File: config.mk
export PLATFORM = sky130hd
export DESIGN_NAME = console_line_editor_unit
export DESIGN_NICKNAME = d
export VERILOG_FILES = /design/src/rtl/cle_pkg.sv /design/src/rtl/cle_datapath.sv /design/src/rtl/cle_controller.sv /design/src/rtl/console_line_editor_unit.sv
export VERILOG_INCLUDE_DIRS = /design/src /design/src/rtl
export SDC_FILE = /design/constraint.sdc
export NUM_CORES = 1
export LEC_CHECK = 0
export BUFFER_PORTS_ARGS = -buffer_cell sky130_fd_sc_hd__buf_2
export CAP_MARGIN = 5
export CORE_MARGIN = 4
export CORE_UTILIZATION = 30
export CTS_CLUSTER_SIZE = 28
export DETAILED_ROUTE_END_ITERATION = 10
export GPL_TIMING_DRIVEN = 1
export PLACE_DENSITY_LB_ADDON = 0.3
export SYNTH_ARGS = -nofsm -noshare
export SYNTH_HDL_FRONTEND = slang
export SYNTH_SLANG_ARGS = --single-unit
export TNS_END_PERCENT = 5
File: constraint.sdc
create_clock -name clock -period 4.55 [get_ports clock]
set_input_delay 0.6825 -clock clock [delete_from_list [all_inputs] [get_ports clock]]
set_output_delay 0.6825 -clock clock [all_outputs]
set_load 0.02 [all_outputs]
File: src/rtl/console_line_editor_unit_defines.svh
// Assertion macros for the console line editor
`ifndef CONSOLE_LINE_EDITOR_UNIT_DEFINES_SVH
`define CONSOLE_LINE_EDITOR_UNIT_DEFINES_SVH

// Same-cycle implication, sampled on the block clock, off during reset
`define CLE_ASSERT_NOW(lbl, ante, cons, msg) \
   lbl: assert property (@(posedge clock) disable iff (reset) (ante) |-> (cons)) \
      else $error(msg);

// Next-cycle implication, sampled on the block clock, off during reset
`define CLE_ASSERT_NEXT(lbl, ante, cons, msg) \
   lbl: assert property (@(posedge clock) disable iff (reset) (ante) |=> (cons)) \
      else $error(msg);

`endif

File: src/rtl/cle_pkg.sv
// Shared types, key codes and control/status bundles for the console line editor
package cle_pkg;

   localparam int LINE_BUFFER_BYTES_DEF = 64;

   localparam logic [7:0] KEY_NUL   = 8'h00;
   localparam logic [7:0] KEY_BREAK = 8'h03;
   localparam logic [7:0] KEY_BS    = 8'h08;
   localparam logic [7:0] KEY_LF    = 8'h0A;
   localparam logic [7:0] KEY_CR    = 8'h0D;
   localparam logic [7:0] KEY_KILL  = 8'h15;
   localparam logic [7:0] KEY_WORD  = 8'h17;
   localparam logic [7:0] KEY_SPACE = 8'h20;
   localparam logic [7:0] KEY_DEL   = 8'h7F;

   typedef enum logic [2:0] {
      EV_STORED    = 3'd0,
      EV_DROPPED   = 3'd1,
      EV_NUL       = 3'd2,
      EV_ERASED    = 3'd3,
      EV_CLEARED   = 3'd4,
      EV_DISCARDED = 3'd5,
      EV_LINE_BYTE = 3'd6,
      EV_EMPTY     = 3'd7
   } event_type;

   typedef enum logic [2:0] {
      CLS_PLAIN = 3'd0,
      CLS_ENTER = 3'd1,
      CLS_NUL   = 3'd2,
      CLS_BREAK = 3'd3,
      CLS_KILL  = 3'd4,
      CLS_WORD  = 3'd5,
      CLS_ERASE = 3'd6
   } byte_class_type;

   typedef enum logic [1:0] {
      CNT_HOLD  = 2'd0,
      CNT_INC   = 2'd1,
      CNT_DEC   = 2'd2,
      CNT_CLEAR = 2'd3
   } cnt_op_type;

   typedef struct packed {
      logic       capture;       // latch the request byte
      cnt_op_type cnt_op;
      logic       mem_wr;        // store the byte at the fill count
      logic       rd_issue;      // read the line store
      logic       rd_sel_idx;    // read at emit index, else at count-1
      logic       idx_clear;
      logic       idx_inc;
      logic       out_load;      // write the response register
      event_type  out_event;
   } cmd_type;

   typedef struct packed {
      logic           slot_free;
      byte_class_type byte_class;
      logic           count_zero;
      logic           count_full;
      logic           rd_is_space;
      logic           idx_last;
   } stat_type;

   function automatic byte_class_type classify(input logic [7:0] b);
      byte_class_type c;
      case (b)
         KEY_CR, KEY_LF:  c = CLS_ENTER;
         KEY_NUL:         c = CLS_NUL;
         KEY_BREAK:       c = CLS_BREAK;
         KEY_KILL:        c = CLS_KILL;
         KEY_WORD:        c = CLS_WORD;
         KEY_BS, KEY_DEL: c = CLS_ERASE;
         default:         c = CLS_PLAIN;
      endcase
      return c;
   endfunction

endpackage

File: src/rtl/cle_datapath.sv
// Line store, fill count, emit index and response register of the line editor
module cle_datapath
   import cle_pkg::*;
#(
   parameter int LINE_BUFFER_BYTES = LINE_BUFFER_BYTES_DEF
) (
   input  logic       clock,
   input  logic       reset,
   input  logic [7:0] req_rx_byte,
   input  cmd_type    cmd,
   output stat_type   stat,
   input  logic       rsp_ready,
   output logic       rsp_valid,
   output event_type  rsp_event_res,
   output logic [7:0] rsp_char_value,
   output logic [5:0] rsp_line_length,
   output logic       rsp_last
);

   localparam int AW = $clog2(LINE_BUFFER_BYTES);
   localparam logic [AW-1:0] FULL_COUNT = AW'(LINE_BUFFER_BYTES - 2);

   logic [7:0]    line_mem [LINE_BUFFER_BYTES];
   logic [7:0]    byte_ff;
   logic [7:0]    rd_data_ff;
   logic [AW-1:0] count_ff, count_in;
   logic [AW-1:0] idx_ff, idx_in;
   logic [AW-1:0] count_m1;
   logic [AW-1:0] rd_addr;
   logic          rsp_valid_ff, rsp_valid_in;
   event_type     event_ff;
   logic [7:0]    char_ff;
   logic [5:0]    length_ff;
   logic          last_ff;
   logic          is_line_byte;

   assign count_m1     = count_ff - 1'b1;
   assign rd_addr      = cmd.rd_sel_idx ? idx_ff : count_m1;
   assign is_line_byte = (cmd.out_event == EV_LINE_BYTE);

   always_comb begin
      case (cmd.cnt_op)
         CNT_INC:   count_in = count_ff + 1'b1;
         CNT_DEC:   count_in = (count_ff == '0) ? count_ff : count_m1;
         CNT_CLEAR: count_in = '0;
         default:   count_in = count_ff;
      endcase
   end

   always_comb begin
      idx_in = idx_ff;
      if (cmd.idx_clear) begin
         idx_in = '0;
      end else if (cmd.idx_inc) begin
         idx_in = idx_ff + 1'b1;
      end
   end

   always_comb begin
      rsp_valid_in = rsp_valid_ff;
      if (cmd.out_load) begin
         rsp_valid_in = 1'b1;
      end else if (rsp_ready) begin
         rsp_valid_in = 1'b0;
      end
   end

   always_ff @(posedge clock) begin
      if (reset) begin
         count_ff     <= '0;
         rsp_valid_ff <= 1'b0;
      end else begin
         count_ff     <= count_in;
         rsp_valid_ff <= rsp_valid_in;
      end
   end

   always_ff @(posedge clock) begin
      idx_ff <= idx_in;
      if (cmd.capture) begin
         byte_ff <= req_rx_byte;
      end
      if (cmd.out_load) begin
         event_ff  <= cmd.out_event;
         char_ff   <= is_line_byte ? rd_data_ff : 8'h00;
         // line bytes report the emitted length, the rest the count after the edit
         length_ff <= 6'(is_line_byte ? count_ff : count_in);
         last_ff   <= is_line_byte ? stat.idx_last : 1'b1;
      end
   end

   always_ff @(posedge clock) begin
      if (cmd.mem_wr) begin
         line_mem[count_ff] <= byte_ff;
      end
      if (cmd.rd_issue) begin
         rd_data_ff <= line_mem[rd_addr];
      end
   end

   assign stat.slot_free   = !rsp_valid_ff || rsp_ready;
   assign stat.byte_class  = classify(byte_ff);
   assign stat.count_zero  = (count_ff == '0);
   assign stat.count_full  = (count_ff >= FULL_COUNT);
   assign stat.rd_is_space = (rd_data_ff == KEY_SPACE);
   assign stat.idx_last    = (idx_ff == count_m1);

   assign rsp_valid       = rsp_valid_ff;
   assign rsp_event_res   = event_ff;
   assign rsp_char_value  = char_ff;
   assign rsp_line_length = length_ff;
   assign rsp_last        = last_ff;

endmodule

File: src/rtl/cle_controller.sv
// Sequencing state machine of the line editor
module cle_controller
   import cle_pkg::*;
(
   input  logic     clock,
   input  logic     reset,
   input  logic     req_valid,
   output logic     req_ready,
   input  stat_type stat,
   output cmd_type  cmd
);

   typedef enum logic [6:0] {
      S_IDLE   = 7'b0000001,
      S_DECODE = 7'b0000010,
      S_WREAD  = 7'b0000100,
      S_WTEST  = 7'b0001000,
      S_WDONE  = 7'b0010000,
      S_EREAD  = 7'b0100000,
      S_ESEND  = 7'b1000000
   } state_type;

   state_type state_ff, state_in;

   always_comb begin
      state_in  = state_ff;
      req_ready = 1'b0;
      cmd       = '{capture: 1'b0, cnt_op: CNT_HOLD, mem_wr: 1'b0, rd_issue: 1'b0,
                    rd_sel_idx: 1'b0, idx_clear: 1'b0, idx_inc: 1'b0,
                    out_load: 1'b0, out_event: EV_STORED};
      case (state_ff)
         S_IDLE: begin
            req_ready = 1'b1;
            if (req_valid) begin
               cmd.capture = 1'b1;
               state_in    = S_DECODE;
            end
         end
         S_DECODE: begin
            case (stat.byte_class)
               CLS_ENTER: begin
                  if (!stat.count_zero) begin
                     cmd.idx_clear = 1'b1;
                     state_in      = S_EREAD;
                  end else if (stat.slot_free) begin
                     cmd.out_load  = 1'b1;
                     cmd.out_event = EV_EMPTY;
                     cmd.cnt_op    = CNT_CLEAR;
                     state_in      = S_IDLE;
                  end
               end
               CLS_WORD: begin
                  // drop the last byte, then walk back to the previous space
                  cmd.cnt_op = CNT_DEC;
                  state_in   = S_WREAD;
               end
               default: begin
                  if (stat.slot_free) begin
                     cmd.out_load = 1'b1;
                     state_in     = S_IDLE;
                     case (stat.byte_class)
                        CLS_NUL: cmd.out_event = EV_NUL;
                        CLS_BREAK: begin
                           cmd.out_event = EV_DISCARDED;
                           cmd.cnt_op    = CNT_CLEAR;
                        end
                        CLS_KILL: begin
                           cmd.out_event = EV_CLEARED;
                           cmd.cnt_op    = CNT_CLEAR;
                        end
                        CLS_ERASE: begin
                           cmd.out_event = EV_ERASED;
                           cmd.cnt_op    = CNT_DEC;
                        end
                        default: begin
                           if (stat.count_full) begin
                              cmd.out_event = EV_DROPPED;
                           end else begin
                              cmd.out_event = EV_STORED;
                              cmd.mem_wr    = 1'b1;
                              cmd.cnt_op    = CNT_INC;
                           end
                        end
                     endcase
                  end
               end
            endcase
         end
         S_WREAD: begin
            if (stat.count_zero) begin
               state_in = S_WDONE;
            end else begin
               cmd.rd_issue = 1'b1;
               state_in     = S_WTEST;
            end
         end
         S_WTEST: begin
            if (stat.rd_is_space) begin
               state_in = S_WDONE;
            end else begin
               cmd.cnt_op = CNT_DEC;
               state_in   = S_WREAD;
            end
         end
         S_WDONE: begin
            if (stat.slot_free) begin
               cmd.out_load  = 1'b1;
               cmd.out_event = EV_ERASED;
               state_in      = S_IDLE;
            end
         end
         S_EREAD: begin
            cmd.rd_issue   = 1'b1;
            cmd.rd_sel_idx = 1'b1;
            state_in       = S_ESEND;
         end
         S_ESEND: begin
            if (stat.slot_free) begin
               cmd.out_load  = 1'b1;
               cmd.out_event = EV_LINE_BYTE;
               if (stat.idx_last) begin
                  cmd.cnt_op = CNT_CLEAR;
                  state_in   = S_IDLE;
               end else begin
                  cmd.idx_inc = 1'b1;
                  state_in    = S_EREAD;
               end
            end
         end
         default: state_in = S_IDLE;
      endcase
   end

   always_ff @(posedge clock) begin
      if (reset) begin
         state_ff <= S_IDLE;
      end else begin
         state_ff <= state_in;
      end
   end

endmodule

File: src/rtl/console_line_editor_unit.sv
// Console line editor: edits received terminal bytes into a line and emits it on enter.
// One request is in flight at a time. An ordinary byte, NUL, backspace/DEL, Ctrl-U or Ctrl-C
// is accepted, then decoded once the response register is free. Ctrl-W walks back through
// the line until it reaches the start of the line or a space; CR/LF emits the held bytes
// one by one. Both walks are paced by the single read port of the line store and its
// registered read data. A new request is taken while a finished response still waits in
// the output register. The line store needs no clearing pass after reset: only bytes below
// the fill count are ever read.
`include "console_line_editor_unit_defines.svh"

module console_line_editor_unit
   import cle_pkg::*;
#(
   parameter int LINE_BUFFER_BYTES = LINE_BUFFER_BYTES_DEF
) (
   input  logic       clock,
   input  logic       reset,
   input  logic       req_valid,
   output logic       req_ready,
   input  logic [7:0] req_rx_byte,
   output logic       rsp_valid,
   input  logic       rsp_ready,
   output logic [2:0] rsp_event_res,
   output logic [7:0] rsp_char_value,
   output logic [5:0] rsp_line_length,
   output logic       rsp_last
);

   cmd_type   cmd;
   stat_type  stat;
   event_type rsp_event;

   cle_controller u_ctrl (
      .clock     (clock),
      .reset     (reset),
      .req_valid (req_valid),
      .req_ready (req_ready),
      .stat      (stat),
      .cmd       (cmd)
   );

   cle_datapath #(
      .LINE_BUFFER_BYTES (LINE_BUFFER_BYTES)
   ) u_dp (
      .clock           (clock),
      .reset           (reset),
      .req_rx_byte     (req_rx_byte),
      .cmd             (cmd),
      .stat            (stat),
      .rsp_ready       (rsp_ready),
      .rsp_valid       (rsp_valid),
      .rsp_event_res   (rsp_event),
      .rsp_char_value  (rsp_char_value),
      .rsp_line_length (rsp_line_length),
      .rsp_last        (rsp_last)
   );

   assign rsp_event_res = rsp_event;

   `CLE_ASSERT_NEXT(a_one_request, req_valid && req_ready, !req_ready, "second request taken while busy")
   `CLE_ASSERT_NOW(a_len_bound, rsp_valid, rsp_line_length <= 6'(LINE_BUFFER_BYTES - 2), "line length beyond capacity")
   `CLE_ASSERT_NOW(a_char_zero, rsp_valid && rsp_event != EV_LINE_BYTE, rsp_char_value == 8'h00, "char set on non-line event")
   `CLE_ASSERT_NOW(a_empty_len, rsp_valid && rsp_event == EV_EMPTY, rsp_line_length == 6'd0 && rsp_last, "empty line with length")

endmodule

# Word-level counts from Yosys, hierarchy flattened
# Memory sizes are Yosys's and may differ from the RTL's. A register that Yosys moved wholly into a read port is not among the register bits.
# Index checks and enable logic that the tools add are counted.
# word_totals
ff_bits	46
ram_bits	512
wordCells	103
mem_count	1
# classes
addsub	3
order_cmp	1
n_eq_ne	28
n_mux	50
n_reduce_logical	11
# mem_list
memory	words	word_bits	rd	rd_ports_with_merged_regs	wr	line_no	text
u_dp.line_mem	64	8	1	1	1	cle_datapath.sv:23	logic [7:0] line_mem [LINE_BUFFER_BYTES];
# ops
operator	n
$pmux 7 s7	1
$mux 7	4
$eq 8x4->1 const B	3
$mux 6	4
$pmux 3 s6	1
$pmux 6 s3	1
$mux 1	17
$eq 8x5->1 const B	2
$mux 4	4
$mux 5	3
$pmux 7 s2	1
$add 6x1->6 const B	2
$eq 3x3->1 const B	4
$mux 2	6
$pmux 2 s3	2
$pmux 3 s4	1
$pmux 4 s3	1
$eq 8x2->1 const B	1
$eq 8x6->1 const B	1
$eq 8x7->1 const B	1
$logic_not 8->1	1
$pmux 4 s2	1
$reduce_or 2->1	4
$eq 7x1->1 const B	1
other kinds (23)	26

# Logic depth before layout (Yosys ltp)
# depth
ltp_word	12
depth_mapped	13
depth_no_buf	10

# Cells and area by module
# Synthesis repeated with hierarchy kept, for this count alone.
# hier_totals
hier_cells	1594
area_unflattened_um2	23383.7
# by_module_without_submodules
mod	n_inst	cells_per_inst	area_per_inst_um2	seq_area_each_um2
cle_datapath	1	1496	22676.7	16656.0
cle_controller	1	98	706.9	140.1

# Worst setup path before layout
# OpenSTA, ideal clock, no wires.
# synth_path
path_kind	reg2reg
startpoint	reg u_dp.byte_ff[3]
endpoint	mem u_dp.line_mem[18][0], enable pin
setup_time_ns	0.370
t_arrival_ns	3.881
required_ns	4.180
path_slack_ns	0.298
path_stages_with_launch	11
path_buffers	2
path_cell_list	edfxtp_1 > buf_2 > or4b_4 > nor2_4 > o31ai_2 > o22a_4 > o31a_1 > or3_1 > or4b_1 > buf_2 > nor2_1
# synth_between
elab_chain_len	11
elab_cells_between_ends	25
classes_between	13 x eq/ne; 7 x mux; 5 x reduce/logical
# synth_lines
item	line_no	text
start, declared	cle_datapath.sv:24	logic [7:0] byte_ff;
start signal, assigned	cle_datapath.sv:81	byte_ff <= req_rx_byte;
$eq 8x4->1 or $eq 8x7->1 (tied branches)	cle_pkg.sv:67	case (b)
$reduce_or 2->1	cle_pkg.sv:67	
$pmux 3 s6 (*)	cle_pkg.sv:67	
$eq 3x2->1 or $eq 3x3->1 (tied branches)	cle_controller.sv:61	case (stat.byte_class)
$reduce_or 4->1 (no source line)	-	
$mux 1	cle_controller.sv:61	
$mux 3	cle_controller.sv:58	if (stat.slot_free) begin
$mux 1 (*)	cle_controller.sv:40	case (stat.byte_class)
$mux 1 (*)	cle_controller.sv:31	case (state_ff)
$mux 1 (*)	cle_datapath.sv:93	if (cmd.mem_wr) begin
$mux 1 (not written as such) (*)	cle_datapath.sv:94	line_mem[count_ff] <= byte_ff;
end, declared	cle_datapath.sv:23	
# Every way passes the cells marked *; elsewhere a longest branch is shown, timed or not.

# Worst setup path in the final report
# layout_path
startpoint	reg u_dp.byte_ff[3]
endpoint	mem u_dp.line_mem[37][0], enable pin
# Same word-level chain as after synthesis.

==> impl_metrics.json <==
{
  "maxCapViolations": 0,
  "slew_headroom_pct": 25.6,
  "h-tree-depth": 2,
  "area_delta_synth_final_pct": 17.5,
  "worst_hold_path_type": "in2reg",
  "ys.flop_type": "edfxtp_1",
  "multi_input_area_um2": 5890,
  "critical_path_required_ns": 4.81,
  "worst_pin_slew_ns": 1.12,
  "rows": 101,
  "initialDrtViolationCount": 1471,
  "dpl.cell_count": 2679,
  "drtAntennaViolNets": 0,
  "initial_core_util_pct": 30.3,
  "timing.rr.start": "u_dp.byte_ff[3]$_DFFE_PP_",
  "diodes": 0,
  "die_w_um": 285,
  "start_kind": "flop",
  "slew_violations": 0,
  "fillCellCount": 7318,
  "p_leak_uw": 0.00889,
  "cts_resized": 0,
  "tns_ns": 0,
  "synth_edf_count": 546,
  "ioPinCount": 32,
  "grt-ovfl-total": 0,
  "cp_cell_sequence": "buf_4, nand3b_1, o22ai_1, o31ai_2, o22a_4, o31a_1, or3_1, or4b_1, nor2_2",
  "max-vdd-ir-drop_uv": 276,
  "placed_area_um2": 25100,
  "cp_slowest_cell": "or4b_1",
  "crit_path_start": "u_dp.byte_ff[3]$_DFFE_PP_",
  "grt_usage_pct": 15.0,
  "clk_path_buf_depth": 3,
  "first_global_vias": 13900,
  "synth_area_um2": 23100,
  "cts.sinks": 566,
  "path_delay_family": "simple AND/OR/NAND/NOR gates",
  "period_minus_slack_ns": 4.10,
  "rsz0062_at_grt": "no",
  "slowest_delay_ns": 0.76,
  "die-area_um2": 81400,
  "arrival_ns": 4.35,
  "powerDensity_nw_per_um2": 421,
  "crit_fanout": 29,
  "finalCritPeriodShare_pct": 90.1,
  "stdcell_area_um2": 27100,
  "via_per_inst": 5.02,
  "crit_path_end_kind": "flop",
  "gp_congestion": 0.875,
  "cts_tree": "built",
  "yosysUniqueCellTypes": 69,
  "fin_nets": 1726,
  "instances_no_fill": 2787,
  "dr_total_vias": 14000,
  "wire_per_inst_um": 22.2,
  "clk_pin_slew_ns": 0.06,
  "finalHoldViolCount": 0,
  "antenna_found_initial": 1,
  "fp.dieH_um": 285,
  "dp_hpwl_mm": 39.8,
  "path_class": "reg2reg",
  "grt_max_degree": 79,
  "ys_async_sr_fraction_pct": 0,
  "post_cts_buffers": 0,
  "ff_latch_area_um2": 16800,
  "root_buffer": "clkbuf_16",
  "drc": 0,
  "syn_inst": 1582,
  "outcome": "finished, final reports clean",
  "min_from": "req_rx_byte[5]",
  "totalWireLength_mm": 61.7,
  "yosys_warnings": 0,
  "avgSynthCellArea_um2": 14.6,
  "layout-drive-gt1-share_pct": 19.4,
  "core-area_um2": 76100,
  "path_buf_inv": 1,
  "grt_pass1_wl_mm": 92.6,
  "fmax_ghz": 0.244,
  "ys_ff_latch": 566,
  "skew_ns": 0.0221,
  "drt_first_pass_iters": 5,
  "ys_seq_area_share_pct": 72.8,
  "cts_hold_buf": 0,
  "cts_buffers": 58,
  "clk_latency_ns": 0.63,
  "io_buffer_count": 31,
  "setup_violations": 0
}
[final timing paths]
kind | to | slack, ns | cells past startpoint
worst max register to register | u_dp.line_mem[37][0]$_DFFE_PP_ | 0.45 | 9
worst min-delay path | u_dp.byte_ff[5]$_DFFE_PP_ | 0.24 | 1
worst min register to register | u_dp.idx_ff[1]$_SDFFE_PP0P_ | 0.59 | 2
worst max-delay path | u_dp.line_mem[37][0]$_DFFE_PP_ | 0.45 | 9
[report_power, final]
| group | switching [uW] | internal [uW] | total, uW |
|---|---|---|---|
| registers | 21.4 | 5760 | 5780 |
| logic | 500 | 208 | 708 |
| clock network | 2030 | 2890 | 4920 |
| total | 2550 | 8860 | 11400 |
[stage by stage]
step                util, %  hold slack [ns]  setup WS (ns)  power, uW
floorplan                 -            0.505          0.298       6280
global placement       33.0            0.595          0.509       6600
detailed placement     33.0            0.584          0.477       6600
CTS                    35.6            0.208          0.455      11500
global route           35.6            0.219          0.283      11800
finish                 35.6            0.242          0.452      11400
[state kept, by name (all words and copies together), names as in the netlist, 3 cells and up]
name,flops
u_dp.line_mem,512
u_dp.byte_ff,8
u_dp.rd_data_ff,8
u_dp.rsp_char_value,8
u_ctrl.state_ff,7
u_dp.count_ff,6
u_dp.idx_ff,6
u_dp.rsp_line_length,6
u_dp.rsp_event_res,3
[cell usage in the layout, fill, tap and decap left out, drive strengths merged, types with 3 or more instances in the layout]
cell type / n
a31oi: 69
nor4: 5
and3: 12
a211oi: 5
clkbuf: 65
nand3: 113
clkinv: 28
nor2: 99
nand4: 36
ha: 5
a32oi: 3
nor3b: 3
xnor2: 10
nor3: 16
o21a: 4
nor2b: 4
mux4: 64
nand3b: 6
or4b: 4
o21ai: 12
and4b: 3
xor2: 8
bufinv: 9
clkinvlp: 6
nand2: 341
dfxtp: 20
a21o: 3
inv: 13
buf: 147
edfxtp: 546
o31ai: 5
o311ai: 3
o32a: 3
or4: 10
a21oi: 19
o22ai: 3
or3: 6
conb: 16
nand4b: 5
[cell type report]
cell class / count / share of cell area, %
inverters: 13 / 0.180
clock buffers: 65 / 5.53
repair buffers: 147 / 4.06
flip-flops and latches: 566 / 62.0
multi-input cells: 923 / 21.7
well taps: 1030 / 4.75
clock inverters: 43 / 1.79
[logic make-up after synthesis]
kind of cell / count (synthesis) / share of synthesized area (%)
AO/OA/AOI/OAI: 146 / 4.40
XOR/XNOR: 19 / 0.781
adder cells (fa/ha/maj): 5 / 0.271
buffers and inverters: 108 / 2.18
flip-flops: 566 / 72.8
multiplexers: 64 / 6.25
other: 1 / 0.0162
AND/OR/NAND/NOR: 673 / 13.3
[cells in the mapped netlist, drive strengths merged (16+ instances only)]
cell,number,area [um^2]
nand4,36,225
mux4,64,1440
edfxtp,546,16400
nor3,16,90.1
nand2,341,1280
clkbuf,48,180
a31oi,69,432
a21oi,19,95.1
nand3,113,566
nor2,99,402
dfxtp,20,400
buf,47,275
[metal layers]
metal | wire length, um | share of wire, % | global-route usage [%] | vias up
met2 | 28900 | 47 | 24.1 | 489
met1 | 26700 | 43 | 20.8 | 7131
met5 | 0 | 0 | 0 | -
met3 | 4070 | 6.6 | 2.41 | 108
met4 | 2110 | 3.4 | 5.09 | 0
li1 | - | - | - | 6267
Note: power is estimated with default switching activity, not from simulation.
